<file path="config.mk">
export PLATFORM = sky130hd
export DESIGN_NAME = anger_position_four_anode
export DESIGN_NICKNAME = d
export VERILOG_FILES = /design/src/rtl/apfa_pkg.sv /design/src/rtl/apfa_front.sv /design/src/rtl/apfa_queue.sv /design/src/rtl/apfa_back.sv /design/src/rtl/anger_position_four_anode.sv
export SDC_FILE = /design/constraint.sdc
export NUM_CORES = 2
export LEC_CHECK = 0
export ABC_AREA = 1
export BUFFER_PORTS_ARGS = -buffer_cell sky130_fd_sc_hd__buf_4
export CAP_MARGIN = 20
export CELL_PAD_IN_SITES_DETAIL_PLACEMENT = 0
export CELL_PAD_IN_SITES_GLOBAL_PLACEMENT = 1
export CORE_MARGIN = 8
export CORE_UTILIZATION = 49
export DETAILED_ROUTE_END_ITERATION = 6
export PLACE_DENSITY_LB_ADDON = 0.1
export SETUP_SLACK_MARGIN = 0.1
export SYNTH_ARGS = -nofsm -noshare
export SYNTH_HDL_FRONTEND = slang
export SYNTH_SLANG_ARGS = --single-unit
</file>
<file path="constraint.sdc">
create_clock -name i_clk -period 13.55 [get_ports i_clk]
set_input_delay 2.71 -clock i_clk [delete_from_list [all_inputs] [get_ports i_clk]]
set_output_delay 2.71 -clock i_clk [all_outputs]
set_load 0.01 [all_outputs]
</file>
<file path="src/rtl/apfa_pkg.sv">
// ----------------------------------------------------------------------------
// apfa_pkg
// Shared widths, constants and types of the four-anode anger position block.
// ----------------------------------------------------------------------------
package apfa_pkg;

    localparam int ENERGY_BITS   = 16;
    localparam int FRACTION_BITS = 4;

    localparam int NUM_ANODES   = 4;
    localparam int ANODE_IDX_W  = 2;
    localparam int CHAN_W       = 4;
    localparam int PAIR_W       = ENERGY_BITS + 1;
    localparam int TOTAL_W      = ENERGY_BITS + 2;
    localparam int HALF_W       = ENERGY_BITS + 1;

    // coordinate = floor(pair * (512 << F) / total) + (100 << F)
    localparam int SCALE_SHIFT  = 9 + FRACTION_BITS;
    localparam int QUO_W        = SCALE_SHIFT + 1;
    localparam int COORD_W      = 14;
    localparam int COORD_OFFSET = 100 << FRACTION_BITS;
    localparam int COORD_TOP    = (512 + 100) << FRACTION_BITS;

    localparam int THR_W        = 16;
    localparam int SLOPE_W      = 16;
    localparam int ICPT_W       = 22;
    localparam int GATE_W       = 14;
    localparam int PROD_W       = SLOPE_W + COORD_W;
    localparam int PIX_SHIFT    = 16 + FRACTION_BITS;
    localparam int PIX_W        = 7;

    localparam int CFG_IDX_W    = 3;
    localparam int CFG_DATA_W   = 22;

    localparam logic [THR_W-1:0]   RST_THRESHOLD = THR_W'(260);
    localparam logic [SLOPE_W-1:0] RST_SLOPE     = SLOPE_W'(3972);
    localparam logic [ICPT_W-1:0]  RST_ICPT      = ICPT_W'(663880);
    localparam logic [GATE_W-1:0]  RST_GX_LO     = GATE_W'(5456);
    localparam logic [GATE_W-1:0]  RST_GX_HI     = GATE_W'(5696);
    localparam logic [GATE_W-1:0]  RST_GY_LO     = GATE_W'(3200);
    localparam logic [GATE_W-1:0]  RST_GY_HI     = GATE_W'(3376);

    typedef enum logic [CFG_IDX_W-1:0] {
        CFG_THRESHOLD = 3'd0,
        CFG_SLOPE     = 3'd1,
        CFG_ICPT      = 3'd2,
        CFG_GX_LO     = 3'd3,
        CFG_GX_HI     = 3'd4,
        CFG_GY_LO     = 3'd5,
        CFG_GY_HI     = 3'd6
    } t_cfg_idx;

    typedef struct packed {
        logic [THR_W-1:0]   energy_threshold;
        logic [SLOPE_W-1:0] pixel_slope;
        logic [ICPT_W-1:0]  pixel_intercept;
        logic [GATE_W-1:0]  gate_x_low;
        logic [GATE_W-1:0]  gate_x_high;
        logic [GATE_W-1:0]  gate_y_low;
        logic [GATE_W-1:0]  gate_y_high;
    } t_cfg;

    // anode energies after one hit, handed from front to back
    typedef struct packed {
        logic [NUM_ANODES-1:0][ENERGY_BITS-1:0] anode;
    } t_snap;

    typedef struct packed {
        logic  push;
        t_snap snap;
    } t_push;

endpackage

</file>
<file path="src/rtl/apfa_front.sv">
// ----------------------------------------------------------------------------
// apfa_front
// Accepts channel hits, classifies the channel and keeps the anode energies.
// ----------------------------------------------------------------------------
module apfa_front (
    input  logic                          i_clk,
    input  logic                          i_rst_n,
    input  logic                          i_valid,
    output logic                          o_ready,
    input  logic                          i_first_of_event,
    input  logic [apfa_pkg::CHAN_W-1:0]   i_channel,
    input  logic [apfa_pkg::ENERGY_BITS-1:0] i_energy,
    input  logic                          i_full,
    output apfa_pkg::t_push               o_push
);
    import apfa_pkg::*;

    logic [NUM_ANODES-1:0][ENERGY_BITS-1:0] r_anode;
    logic [NUM_ANODES-1:0][ENERGY_BITS-1:0] n_anode;
    logic                                   is_anode;
    logic                                   accept;

    // dynode and unused channels leave the anode energies alone, but for the first_of_event clear
    assign is_anode = i_channel < CHAN_W'(NUM_ANODES);
    assign accept   = i_valid && !i_full;
    assign o_ready  = !i_full;

    always_comb begin
        for (int j = 0; j < NUM_ANODES; j++) begin
            n_anode[j] = i_first_of_event ? '0 : r_anode[j];
            if (is_anode && (i_channel[ANODE_IDX_W-1:0] == ANODE_IDX_W'(j))) begin
                n_anode[j] = i_energy;
            end
        end
    end

    always_ff @(posedge i_clk) begin
        if (!i_rst_n) begin
            r_anode <= '0;
        end else if (accept) begin
            r_anode <= n_anode;
        end
    end

    assign o_push.push       = accept;
    assign o_push.snap.anode = n_anode;

endmodule

</file>
<file path="src/rtl/apfa_queue.sv">
// ----------------------------------------------------------------------------
// apfa_queue
// Two-entry queue of anode snapshots between front and back.
// ----------------------------------------------------------------------------
module apfa_queue (
    input  logic              i_clk,
    input  logic              i_rst_n,
    input  apfa_pkg::t_push   i_push,
    output logic              o_full,
    input  logic              i_pop,
    output logic              o_empty,
    output apfa_pkg::t_snap   o_snap
);
    import apfa_pkg::*;

    localparam int DEPTH = 2;
    localparam int PTR_W = $clog2(DEPTH);
    localparam int CNT_W = $clog2(DEPTH + 1);

    t_snap            r_mem [DEPTH];
    logic [PTR_W-1:0] r_wr_ptr;
    logic [PTR_W-1:0] r_rd_ptr;
    logic [CNT_W-1:0] r_count;
    logic             do_pop;

    assign o_full  = r_count == CNT_W'(DEPTH);
    assign o_empty = r_count == '0;
    assign do_pop  = i_pop && !o_empty;
    assign o_snap  = r_mem[r_rd_ptr];

    always_ff @(posedge i_clk) begin
        if (i_push.push) begin
            r_mem[r_wr_ptr] <= i_push.snap;
        end
    end

    always_ff @(posedge i_clk) begin
        if (!i_rst_n) begin
            r_wr_ptr <= '0;
            r_rd_ptr <= '0;
            r_count  <= '0;
        end else begin
            if (i_push.push) begin
                r_wr_ptr <= r_wr_ptr + PTR_W'(1);
            end
            if (do_pop) begin
                r_rd_ptr <= r_rd_ptr + PTR_W'(1);
            end
            unique case ({i_push.push, do_pop})
                2'b10:   r_count <= r_count + CNT_W'(1);
                2'b01:   r_count <= r_count - CNT_W'(1);
                default: r_count <= r_count;
            endcase
        end
    end

endmodule

</file>
<file path="src/rtl/apfa_back.sv">
// ----------------------------------------------------------------------------
// apfa_back
// Computes sums, coordinates by a shared radix-2 divider, pixels and gate.
// ----------------------------------------------------------------------------
module apfa_back (
    input  logic                                  i_clk,
    input  logic                                  i_rst_n,
    input  apfa_pkg::t_cfg                        i_cfg,
    input  logic                                  i_empty,
    input  apfa_pkg::t_snap                       i_snap,
    output logic                                  o_pop,
    output logic                                  o_valid,
    input  logic                                  i_ready,
    output logic                                  o_position_valid,
    output logic                                  o_above_threshold,
    output logic [apfa_pkg::HALF_W-1:0]           o_half_sum,
    output logic [apfa_pkg::COORD_W-1:0]          o_x_right,
    output logic [apfa_pkg::COORD_W-1:0]          o_x_left,
    output logic [apfa_pkg::COORD_W-1:0]          o_y_top,
    output logic [apfa_pkg::COORD_W-1:0]          o_y_bottom,
    output logic signed [apfa_pkg::PIX_W-1:0]     o_pixel_x_right,
    output logic signed [apfa_pkg::PIX_W-1:0]     o_pixel_x_left,
    output logic signed [apfa_pkg::PIX_W-1:0]     o_pixel_y_top,
    output logic signed [apfa_pkg::PIX_W-1:0]     o_pixel_y_bottom,
    output logic                                  o_in_gate
);
    import apfa_pkg::*;

    localparam int REM_W   = TOTAL_W + 1;
    localparam int STEP_W  = $clog2(QUO_W);
    localparam int PK_W    = 3;
    localparam int MAG_W   = PROD_W - PIX_SHIFT;
    localparam int PIX_MAX = (1 << (PIX_W - 1)) - 1;
    localparam int PIX_NEG = 1 << (PIX_W - 1);

    typedef enum logic [2:0] {
        S_IDLE,
        S_SUM,
        S_DIVX,
        S_DIVY,
        S_COORD,
        S_PIX,
        S_DONE
    } t_state;

    t_state                                  r_state;
    logic [NUM_ANODES-1:0][ENERGY_BITS-1:0]  r_a;
    logic [TOTAL_W-1:0]                      r_total;
    logic [PAIR_W-1:0]                       r_pair_y;
    logic                                    r_pos_valid;
    logic                                    r_above;
    logic [TOTAL_W-1:0]                      r_rem;
    logic [QUO_W-1:0]                        r_quo;
    logic                                    r_feed;
    logic [STEP_W-1:0]                       r_step;
    logic [QUO_W-1:0]                        r_quo_x;
    logic                                    r_nz_x;
    logic [NUM_ANODES-1:0][COORD_W-1:0]      r_coord;
    logic [PROD_W-1:0]                       r_prod;
    logic [NUM_ANODES-1:0][PIX_W-1:0]        r_pix;
    logic [PK_W-1:0]                         r_pk;
    logic                                    r_out_valid;

    logic [PAIR_W-1:0]      pair_x;
    logic [PAIR_W-1:0]      pair_l;
    logic [PAIR_W-1:0]      pair_y;
    logic [TOTAL_W-1:0]     total;
    logic                   all_nonzero;
    logic                   all_above;
    logic [REM_W-1:0]       trial;
    logic                   fits;
    logic [TOTAL_W-1:0]     n_rem;
    logic [QUO_W-1:0]       n_quo;
    logic                   n_nz;
    logic [PROD_W-1:0]      offset;
    logic                   neg;
    logic [PROD_W-1:0]      mag;
    logic [MAG_W-1:0]       mag_hi;
    logic [PIX_W-1:0]       n_pix;
    logic [ANODE_IDX_W-1:0] mul_idx;
    logic [ANODE_IDX_W-1:0] pix_idx;
    logic                   gate;
    logic                   load_out;

    assign pair_x = PAIR_W'(r_a[3]) + PAIR_W'(r_a[0]);
    assign pair_l = PAIR_W'(r_a[1]) + PAIR_W'(r_a[2]);
    assign pair_y = PAIR_W'(r_a[0]) + PAIR_W'(r_a[1]);
    assign total  = TOTAL_W'(pair_x) + TOTAL_W'(pair_l);

    always_comb begin
        all_nonzero = 1'b1;
        all_above   = 1'b1;
        for (int j = 0; j < NUM_ANODES; j++) begin
            all_nonzero = all_nonzero && (r_a[j] != '0);
            all_above   = all_above && (THR_W'(r_a[j]) > i_cfg.energy_threshold);
        end
    end

    // one restoring division step; remainder stays below the total
    assign trial = {r_rem, r_feed};
    assign fits  = trial >= REM_W'(r_total);
    assign n_rem = fits ? TOTAL_W'(trial - REM_W'(r_total)) : trial[TOTAL_W-1:0];
    assign n_quo = {r_quo[QUO_W-2:0], fits};
    assign n_nz  = n_rem != '0;

    // pixel: (slope * coord - intercept << F) >> (16 + F), toward zero, saturated
    assign offset = PROD_W'(i_cfg.pixel_intercept) << FRACTION_BITS;
    assign neg    = r_prod < offset;
    assign mag    = neg ? (offset - r_prod) : (r_prod - offset);
    assign mag_hi = mag[PROD_W-1:PIX_SHIFT];

    always_comb begin
        if (neg) begin
            n_pix = (mag_hi > MAG_W'(PIX_NEG)) ? PIX_W'(PIX_NEG)
                                               : PIX_W'(0) - mag_hi[PIX_W-1:0];
        end else begin
            n_pix = (mag_hi > MAG_W'(PIX_MAX)) ? PIX_W'(PIX_MAX) : mag_hi[PIX_W-1:0];
        end
    end

    assign mul_idx = r_pk[ANODE_IDX_W-1:0];
    assign pix_idx = r_pk[ANODE_IDX_W-1:0] - ANODE_IDX_W'(1);

    assign gate = r_above &&
                  (r_coord[0] > i_cfg.gate_x_low) && (r_coord[0] < i_cfg.gate_x_high) &&
                  (r_coord[2] > i_cfg.gate_y_low) && (r_coord[2] < i_cfg.gate_y_high);

    assign o_pop    = (r_state == S_IDLE) && !i_empty;
    assign o_valid  = r_out_valid;
    assign load_out = (r_state == S_DONE) && (!r_out_valid || i_ready);

    always_ff @(posedge i_clk) begin
        if (!i_rst_n) begin
            r_state     <= S_IDLE;
            r_out_valid <= 1'b0;
        end else begin
            if (load_out) begin
                r_out_valid <= 1'b1;
            end else if (i_ready) begin
                r_out_valid <= 1'b0;
            end
            unique case (r_state)
                S_IDLE: begin
                    if (!i_empty) begin
                        r_a     <= i_snap.anode;
                        r_state <= S_SUM;
                    end
                end
                S_SUM: begin
                    r_total     <= total;
                    r_pair_y    <= pair_y;
                    r_pos_valid <= all_nonzero;
                    r_above     <= all_above;
                    r_rem       <= TOTAL_W'(pair_x >> 1);
                    r_feed      <= pair_x[0];
                    r_quo       <= '0;
                    r_step      <= '0;
                    r_state     <= all_nonzero ? S_DIVX : S_DONE;
                end
                S_DIVX: begin
                    if (r_step == STEP_W'(QUO_W - 1)) begin
                        // start the second ratio with the top pair
                        r_quo_x <= n_quo;
                        r_nz_x  <= n_nz;
                        r_rem   <= TOTAL_W'(r_pair_y >> 1);
                        r_feed  <= r_pair_y[0];
                        r_quo   <= '0;
                        r_step  <= '0;
                        r_state <= S_DIVY;
                    end else begin
                        r_rem  <= n_rem;
                        r_quo  <= n_quo;
                        r_feed <= 1'b0;
                        r_step <= r_step + STEP_W'(1);
                    end
                end
                S_DIVY: begin
                    if (r_step == STEP_W'(QUO_W - 1)) begin
                        r_quo   <= n_quo;
                        r_feed  <= n_nz;
                        r_state <= S_COORD;
                    end else begin
                        r_rem  <= n_rem;
                        r_quo  <= n_quo;
                        r_feed <= 1'b0;
                        r_step <= r_step + STEP_W'(1);
                    end
                end
                S_COORD: begin
                    // complementary pair: floor((T-p)k/T) = k - ceil(pk/T)
                    r_coord[0] <= COORD_W'(r_quo_x) + COORD_W'(COORD_OFFSET);
                    r_coord[1] <= COORD_W'(COORD_TOP) - COORD_W'(r_quo_x)
                                  - COORD_W'(r_nz_x);
                    r_coord[2] <= COORD_W'(r_quo) + COORD_W'(COORD_OFFSET);
                    r_coord[3] <= COORD_W'(COORD_TOP) - COORD_W'(r_quo)
                                  - COORD_W'(r_feed);
                    r_pk       <= '0;
                    r_state    <= r_above ? S_PIX : S_DONE;
                end
                S_PIX: begin
                    // multiply one coordinate while converting the previous product
                    r_prod <= PROD_W'(i_cfg.pixel_slope) * PROD_W'(r_coord[mul_idx]);
                    if (r_pk != '0) begin
                        r_pix[pix_idx] <= n_pix;
                    end
                    r_pk <= r_pk + PK_W'(1);
                    if (r_pk == PK_W'(NUM_ANODES)) begin
                        r_state <= S_DONE;
                    end
                end
                S_DONE: begin
                    if (load_out) begin
                        o_position_valid  <= r_pos_valid;
                        o_above_threshold <= r_pos_valid && r_above;
                        o_half_sum        <= r_pos_valid ? r_total[TOTAL_W-1:1] : '0;
                        o_x_right         <= r_pos_valid ? r_coord[0] : '0;
                        o_x_left          <= r_pos_valid ? r_coord[1] : '0;
                        o_y_top           <= r_pos_valid ? r_coord[2] : '0;
                        o_y_bottom        <= r_pos_valid ? r_coord[3] : '0;
                        o_pixel_x_right   <= (r_pos_valid && r_above) ? r_pix[0] : '0;
                        o_pixel_x_left    <= (r_pos_valid && r_above) ? r_pix[1] : '0;
                        o_pixel_y_top     <= (r_pos_valid && r_above) ? r_pix[2] : '0;
                        o_pixel_y_bottom  <= (r_pos_valid && r_above) ? r_pix[3] : '0;
                        o_in_gate         <= r_pos_valid && gate;
                        r_state           <= S_IDLE;
                    end
                end
                default: r_state <= S_IDLE;
            endcase
        end
    end

endmodule

</file>
<file path="src/rtl/anger_position_four_anode.sv">
// ----------------------------------------------------------------------------
// anger_position_four_anode
// Anger-logic position of a four-anode photomultiplier from channel hits.
// ----------------------------------------------------------------------------
// Usage:
//   input channel: one hit per beat (first_of_event, channel, energy) on
//   i_valid / o_ready. Channels 0-3 update the stored anode energies;
//   first_of_event clears them first. Every beat yields one result beat on
//   o_valid / i_ready with the sums, coordinates, pixels and gate flag.
//   config channel: i_cfg_valid / o_cfg_ready with a register index and data;
//   always ready, write only while no hit is in flight.
// Back end: a hit with all four anodes above threshold runs in the back end
//   through two 14-step ratios on one shared radix-2 divider, then four
//   pixel multiplies on one multiplier; one with all four anodes set but
//   some at or below threshold skips the pixel multiplies, and one missing
//   an anode skips the divider too. The back end takes the next hit from
//   the queue only after its last result is loaded into the output register.
// The front end keeps taking hits while its two-entry queue has room, also
//   while a result waits in the output register for a stalled receiver.
// Reset clears the anode energies, the queue and the output valid, and loads
//   the register defaults.
// ----------------------------------------------------------------------------
module anger_position_four_anode (
    input  logic                                   i_clk,
    input  logic                                   i_rst_n,
    input  logic                                   i_cfg_valid,
    output logic                                   o_cfg_ready,
    input  logic [apfa_pkg::CFG_IDX_W-1:0]         i_cfg_index,
    input  logic [apfa_pkg::CFG_DATA_W-1:0]        i_cfg_data,
    input  logic                                   i_valid,
    output logic                                   o_ready,
    input  logic                                   i_first_of_event,
    input  logic [apfa_pkg::CHAN_W-1:0]            i_channel,
    input  logic [apfa_pkg::ENERGY_BITS-1:0]       i_energy,
    output logic                                   o_valid,
    input  logic                                   i_ready,
    output logic                                   o_position_valid,
    output logic                                   o_above_threshold,
    output logic [apfa_pkg::HALF_W-1:0]            o_half_sum,
    output logic [apfa_pkg::COORD_W-1:0]           o_x_right,
    output logic [apfa_pkg::COORD_W-1:0]           o_x_left,
    output logic [apfa_pkg::COORD_W-1:0]           o_y_top,
    output logic [apfa_pkg::COORD_W-1:0]           o_y_bottom,
    output logic signed [apfa_pkg::PIX_W-1:0]      o_pixel_x_right,
    output logic signed [apfa_pkg::PIX_W-1:0]      o_pixel_x_left,
    output logic signed [apfa_pkg::PIX_W-1:0]      o_pixel_y_top,
    output logic signed [apfa_pkg::PIX_W-1:0]      o_pixel_y_bottom,
    output logic                                   o_in_gate
);
    import apfa_pkg::*;

    t_cfg  r_cfg;
    t_push push;
    t_snap snap;
    logic  full;
    logic  empty;
    logic  pop;

    assign o_cfg_ready = 1'b1;

    always_ff @(posedge i_clk) begin
        if (!i_rst_n) begin
            r_cfg.energy_threshold <= RST_THRESHOLD;
            r_cfg.pixel_slope      <= RST_SLOPE;
            r_cfg.pixel_intercept  <= RST_ICPT;
            r_cfg.gate_x_low       <= RST_GX_LO;
            r_cfg.gate_x_high      <= RST_GX_HI;
            r_cfg.gate_y_low       <= RST_GY_LO;
            r_cfg.gate_y_high      <= RST_GY_HI;
        end else if (i_cfg_valid) begin
            unique case (i_cfg_index)
                CFG_THRESHOLD: r_cfg.energy_threshold <= i_cfg_data[THR_W-1:0];
                CFG_SLOPE:     r_cfg.pixel_slope      <= i_cfg_data[SLOPE_W-1:0];
                CFG_ICPT:      r_cfg.pixel_intercept  <= i_cfg_data[ICPT_W-1:0];
                CFG_GX_LO:     r_cfg.gate_x_low       <= i_cfg_data[GATE_W-1:0];
                CFG_GX_HI:     r_cfg.gate_x_high      <= i_cfg_data[GATE_W-1:0];
                CFG_GY_LO:     r_cfg.gate_y_low       <= i_cfg_data[GATE_W-1:0];
                CFG_GY_HI:     r_cfg.gate_y_high      <= i_cfg_data[GATE_W-1:0];
                default:       r_cfg                  <= r_cfg;
            endcase
        end
    end

    apfa_front u_front (
        .i_clk            (i_clk),
        .i_rst_n          (i_rst_n),
        .i_valid          (i_valid),
        .o_ready          (o_ready),
        .i_first_of_event (i_first_of_event),
        .i_channel        (i_channel),
        .i_energy         (i_energy),
        .i_full           (full),
        .o_push           (push)
    );

    apfa_queue u_queue (
        .i_clk   (i_clk),
        .i_rst_n (i_rst_n),
        .i_push  (push),
        .o_full  (full),
        .i_pop   (pop),
        .o_empty (empty),
        .o_snap  (snap)
    );

    apfa_back u_back (
        .i_clk             (i_clk),
        .i_rst_n           (i_rst_n),
        .i_cfg             (r_cfg),
        .i_empty           (empty),
        .i_snap            (snap),
        .o_pop             (pop),
        .o_valid           (o_valid),
        .i_ready           (i_ready),
        .o_position_valid  (o_position_valid),
        .o_above_threshold (o_above_threshold),
        .o_half_sum        (o_half_sum),
        .o_x_right         (o_x_right),
        .o_x_left          (o_x_left),
        .o_y_top           (o_y_top),
        .o_y_bottom        (o_y_bottom),
        .o_pixel_x_right   (o_pixel_x_right),
        .o_pixel_x_left    (o_pixel_x_left),
        .o_pixel_y_top     (o_pixel_y_top),
        .o_pixel_y_bottom  (o_pixel_y_bottom),
        .o_in_gate         (o_in_gate)
    );

endmodule

</file>
# ---- After elaboration in Yosys (flattened, before gate mapping)
# Memories as Yosys holds them, arrays and structs flattened. A register that Yosys moved wholly into a read port is not among the register bits.
# Index checks and enable logic that the tools add are counted.
dict set report op_classes {
  addsub 21
  mul 1
  div 0
  magnitude_cmp 16
  n_eq_ne 26
  n_shift 0
  mux 43
  bitwise 1
  n_reduce_logical 57
}
# cell count
set ops {}
lappend ops {{$mux W16} 8}
lappend ops {{$gt A16 B16 Y1} 4}
lappend ops {{$reduce_bool A16 Y1} 4}
lappend ops {{$mux W18} 3}
lappend ops {{$pmux W18 S3} 1}
lappend ops {{$add A16 B16 Y17} 3}
lappend ops {{$pmux W14 S3} 1}
lappend ops {{$lt A30 B26 Y1} 1}
lappend ops {{$mul A16 B14 Y30} 1}
lappend ops {{$mux W30} 1}
lappend ops {{$sub A26 B30 Y30} 1}
lappend ops {{$sub A30 B26 Y30} 1}
lappend ops {{$add A14 B11 Y14 const B} 2}
lappend ops {{$bmux W14 S2} 1}
lappend ops {{$bwmux W28} 1}
lappend ops {{$gt A14 B14 Y1} 2}
lappend ops {{$lt A14 B14 Y1} 2}
lappend ops {{$mux W14} 2}
lappend ops {{$mux W7} 4}
lappend ops {{$sub A14 B1 Y14} 2}
lappend ops {{$sub A14 B14 Y14 const A} 2}
lappend ops {{$reduce_and A2 Y1} 12}
lappend ops {{$eq A3 B3 Y1 const B} 7}
lappend ops {{$logic_and A1 B1 Y1} 21}
lappend ops {{other kinds (41)} 78}
dict set report word_totals {
  regBits 492
  latchBits 0
  mem_bits_rw 128
  mem_bits_ro 0
  out_inout_bits 107
  word_cells 214
  n_memories 1
}
# name words width read_ports rd_ports_with_merged_regs wr line_no
set mem_list {}
lappend mem_list {u_queue.r_mem 2 64 1 1 1 apfa_queue.sv:20} ;# t_snap r_mem [DEPTH];

# ---- Longest topological paths before layout
dict set report logic_depth {
  depth_word 6
  ltp_mapped 30
  ltp_nobuf 28
}

# ---- Modules after synthesis
# A second synthesis with hierarchy kept.
dict set report unflattened {
  hier_cells 5330
  area_unflattened_um2 45823.9
}
# module instances cells_each area_per_inst_um2 seq_area_each_um2
set by_module_without_submodules {}
lappend by_module_without_submodules {apfa_back 1 3789 32372.3 11310.8}
lappend by_module_without_submodules {apfa_queue 1 237 5162.5 3943.8}
lappend by_module_without_submodules {anger_position_four_anode 1 605 4247.8 2202.1}
lappend by_module_without_submodules {apfa_front 1 699 4041.4 1281.2}

# ---- Worst setup path before layout
# OpenSTA, ideal clock, no wires.
dict set report synth_timing {
  path_type {input -> register}
  from {input i_rst_n}
  to {register u_back.o_above_threshold, enable pin}
  arrival_ns 10.242
  setup_slack_ns 2.614
  stages 4
  n_path_buf 2
  path_cell_list {inv_2 clkbuf_1 clkbuf_1 nor3_1}
}
dict set report synth_via {
  elab_chain_len 1
}
# item line_no
set synth_rtl {}
lappend synth_rtl {{start, declared} anger_position_four_anode.sv:25} ;# input logic i_rst_n,
lappend synth_rtl {{$reduce_and A3 Y1 (no line)} --}
lappend synth_rtl {{end signal, assigned} apfa_back.sv:214} ;# o_above_threshold <= r_pos_valid && r_above;
lappend synth_rtl {{end, declared} apfa_back.sv:15} ;# output logic o_above_threshold,
# No other way between the ends.
# A chain may end at the register's enable or synchronous reset.

# ---- Final worst setup path
dict set report layout_timing {
  from {register u_back.r_pk[0]}
  to {register u_back.r_prod[29], data pin}
}
dict set report layout_via {
  elab_chain_len 3
}
# item line_no
set layout_rtl {}
lappend layout_rtl {{start, declared} apfa_back.sv:61} ;# logic [PK_W-1:0] r_pk;
lappend layout_rtl {{start signal, assigned} apfa_back.sv:206} ;# r_pk <= r_pk + PK_W'(1);
lappend layout_rtl {{$bmux W14 S2} apfa_back.sv:202} ;# r_prod <= PROD_W'(i_cfg.pixel_slope) * PROD_W'(r_coord[mul_idx]);
lappend layout_rtl {{$mux W14 (implied by the code)} apfa_back.sv:202}
lappend layout_rtl {{$mul A16 B14 Y30} apfa_back.sv:202}
lappend layout_rtl {{end signal, assigned} apfa_back.sv:202}
lappend layout_rtl {{end, declared} apfa_back.sv:59} ;# logic [PROD_W-1:0] r_prod;
# No other way between the ends. The select of a mux whose other input is x is not followed.

==> metrics.cfg <==
[synthesis]
synth_edf_count=502
ys_types=61
seq_area_frac_synth_pct=43.2
yosysWarningCount=0
synthCells=4921
avgSynthCellArea_um2=8.81
yosysTopAreaCellShare_pct=34.8
async_reset_ff_share_pct=0
synth_seq_cells=684
syn_nets=5527
synth_top_area_cell=edfxtp_1
ys.flop_type=edfxtp_1
synth.area.top_cells=edfxtp_1 (35%), ha_1 (11%), nand2_1 (9.1%)
syn-cell-area_mm2=0.0433

[power]
irDropWorstVdd_uv=261
p_per_area_mw_per_mm2=229
p_leak_uw=0.0228
finalPower_uw=11100

[layout]
final_cell_mix=nand2_1 (1,048), inv_1 (868), edfxtp_1 (502)
diodes=0
nets=5653
final_common_cell=nand2_1
syn2layout_area_growth_pct=11.5
layout-drive-gt1-share_pct=7.24

[hold_path]
hp-class=reg2reg
hold_path.startpoint=r_cfg[47]

[timing]
max_clock_freq_mhz=120
tns_ns=0
finalHoldViolCount=0
drv_slew=0
slew_headroom_pct=31.4
rsz0062_at_grt=false
fin_crit_ns=8.32
fin_crit_sh_pct=61.4
finalSetupViolCount=0
tightest_slew_ns=1.03
fin_skew_ns=0.0362

[drt]
drtAntennaViolNets=0
wirelength_um=125000
drtIter0Drc=2279
vias=32800
drc_errors=7
dr.pass1.iters=7
drt-vias-per-instance=5.23
wl_per_cell_um=19.9

[clock_tree]
post_cts.repair.setup_buffers=0
path_clk_slew_ns=0.06
cts_tree=built
cts_hold_buf=0
cts_resized=0
worstSkewPairLatency_ns=0.67
cts_made_buffers=79
clk_path_buf_depth=3
htreeDepth=3
cts.sinks=684
cts_root_buf=clkbuf_16

[setup_path]
cp-endpoint=u_back.r_prod[29]
reg2reg_to=u_back.r_prod[29]
reg2reg_setup_slack_ns=5.23
worstPathMaxFanout=35
slowest_stage=edfxtp_1
startpoint=u_back.r_pk[0]
reg2reg_depth=26
slowest_delay_ns=1.01
cp.arrival_ns=8.71
r2r_start=u_back.r_pk[0]
crit_required_ns=13.93
critPathKind=reg2reg
end_kind=flip-flop
cp-start-kind=flip-flop
cp_common_cell=nand2_1

[outcome]
violations=DRC
status=finished with violations

[floorplanning]
core_mm2=0.0880
die_x_um=313
rows=109
die_area_mm2=0.0982
io_pins=158
initial_utilization_pct=49.3
die_height_um=313

[global_routing]
grt_pass1_vias=32400
overflow=0
grt_max_degree=75
grt_use_total_pct=25.2
grt_pass1_wl_um=192000
antenna_found_initial=3

[place]
hpwl_um=95100
globalplace.congestion=0.928
port_buffers=156

[run]
cap_viol_max_count=0

cell type report:
class | count | area, um2
Tap cell | 1165 | 1460
Multi-Input combinational cell | 3211 | 20800
Sequential cell | 684 | 18700
Clock inverter | 55 | 584
Inverter | 884 | 3320
Clock buffer | 92 | 2050
Fill cell | 8229 | 39600
Timing Repair Buffer | 187 | 1420
cells in the mapped netlist, drive strengths merged (80+ instances only):
cell type and instances:
nand2 1061, inv 879, edfxtp 502, nor2 476, ha 370, o21ai 294
a21oi 272, nand3 209, fa 185, dfxtp 182, clkbuf 107, xor2 80
per-layer routing:
metal	share of wire, %	up-vias	track usage (%)	wire length (um)
met5	0	-	0	0
met2	51	824	45.5	63300
met3	4.4	218	2.80	5460
met4	3.5	0	8.59	4340
li1	-	16200	-	-
met1	42	15600	31.2	52000
worst min-delay path by stage:
stage | endpoint | slack (ns) | cells after the start
global route | r_cfg[23] | 0.47 | 2
CTS | r_cfg[29] | 0.46 | 2
floorplan | u_back.r_coord[0] | 0.43 | 0
global placement | r_cfg[29] | 0.45 | 2
finish | r_cfg[47] | 0.46 | 2
detailed placement | u_back.r_coord[0] | 0.45 | 0
kinds of logic after synthesis:
group                      share of synthesized area [%]
and+or+nand+nor                                     17.3
other                                            0.00865
AOI/OAI and AO/OA                                   8.93
buffers and inverters                               8.99
DFF                                                 43.2
adders and majority gates                           19.2
xor gates and xnor gates                            2.40
sequential cells by signal (all words and copies together) (netlist names), 17 cells and up:
| register | flops |
|---|---|
| u_back.r_prod | 30 |
| u_back.o_half_sum | 17 |
| u_back.r_a | 64 |
| r_cfg | 110 |
| u_back.r_pair_y | 17 |
| u_back.r_total | 18 |
| u_back.r_rem | 18 |
| u_back.r_coord | 56 |
| u_back.r_pix | 28 |
| u_front.r_anode | 64 |
| u_queue.r_mem | 128 |
per-stage QoR:
stage	setup WS, ns	cells	instance area (um2)	util (%)	hold WS [ns]
floorplan	2.61	4921	43300	-	0.426
global placement	5.37	6129	45700	51.9	0.445
finish	5.23	6278	48400	55.0	0.464
CTS	5.30	6277	48300	55.0	0.463
detailed placement	5.33	6130	45700	52.0	0.447
global route	4.57	6278	48400	55.0	0.471
report_power, final:
group | total, uW | internal (uW) | switching (uW)
clock network | 2160 | 1250 | 911
logic | 5770 | 2110 | 3650
registers | 3170 | 2900 | 265
worst max-delay path, delay by kind of cell, from the launching register on:
family,cells,cell delay [ns]
AOI/OAI and AO/OA,2,0.41
xor gates and xnor gates,1,0.13
adders and majority gates,7,3.46
buffers and inverters,6,1.46
DFF,1,1.01
and+or+nand+nor,10,1.56
Note: power is estimated with default switching activity, not from simulation.
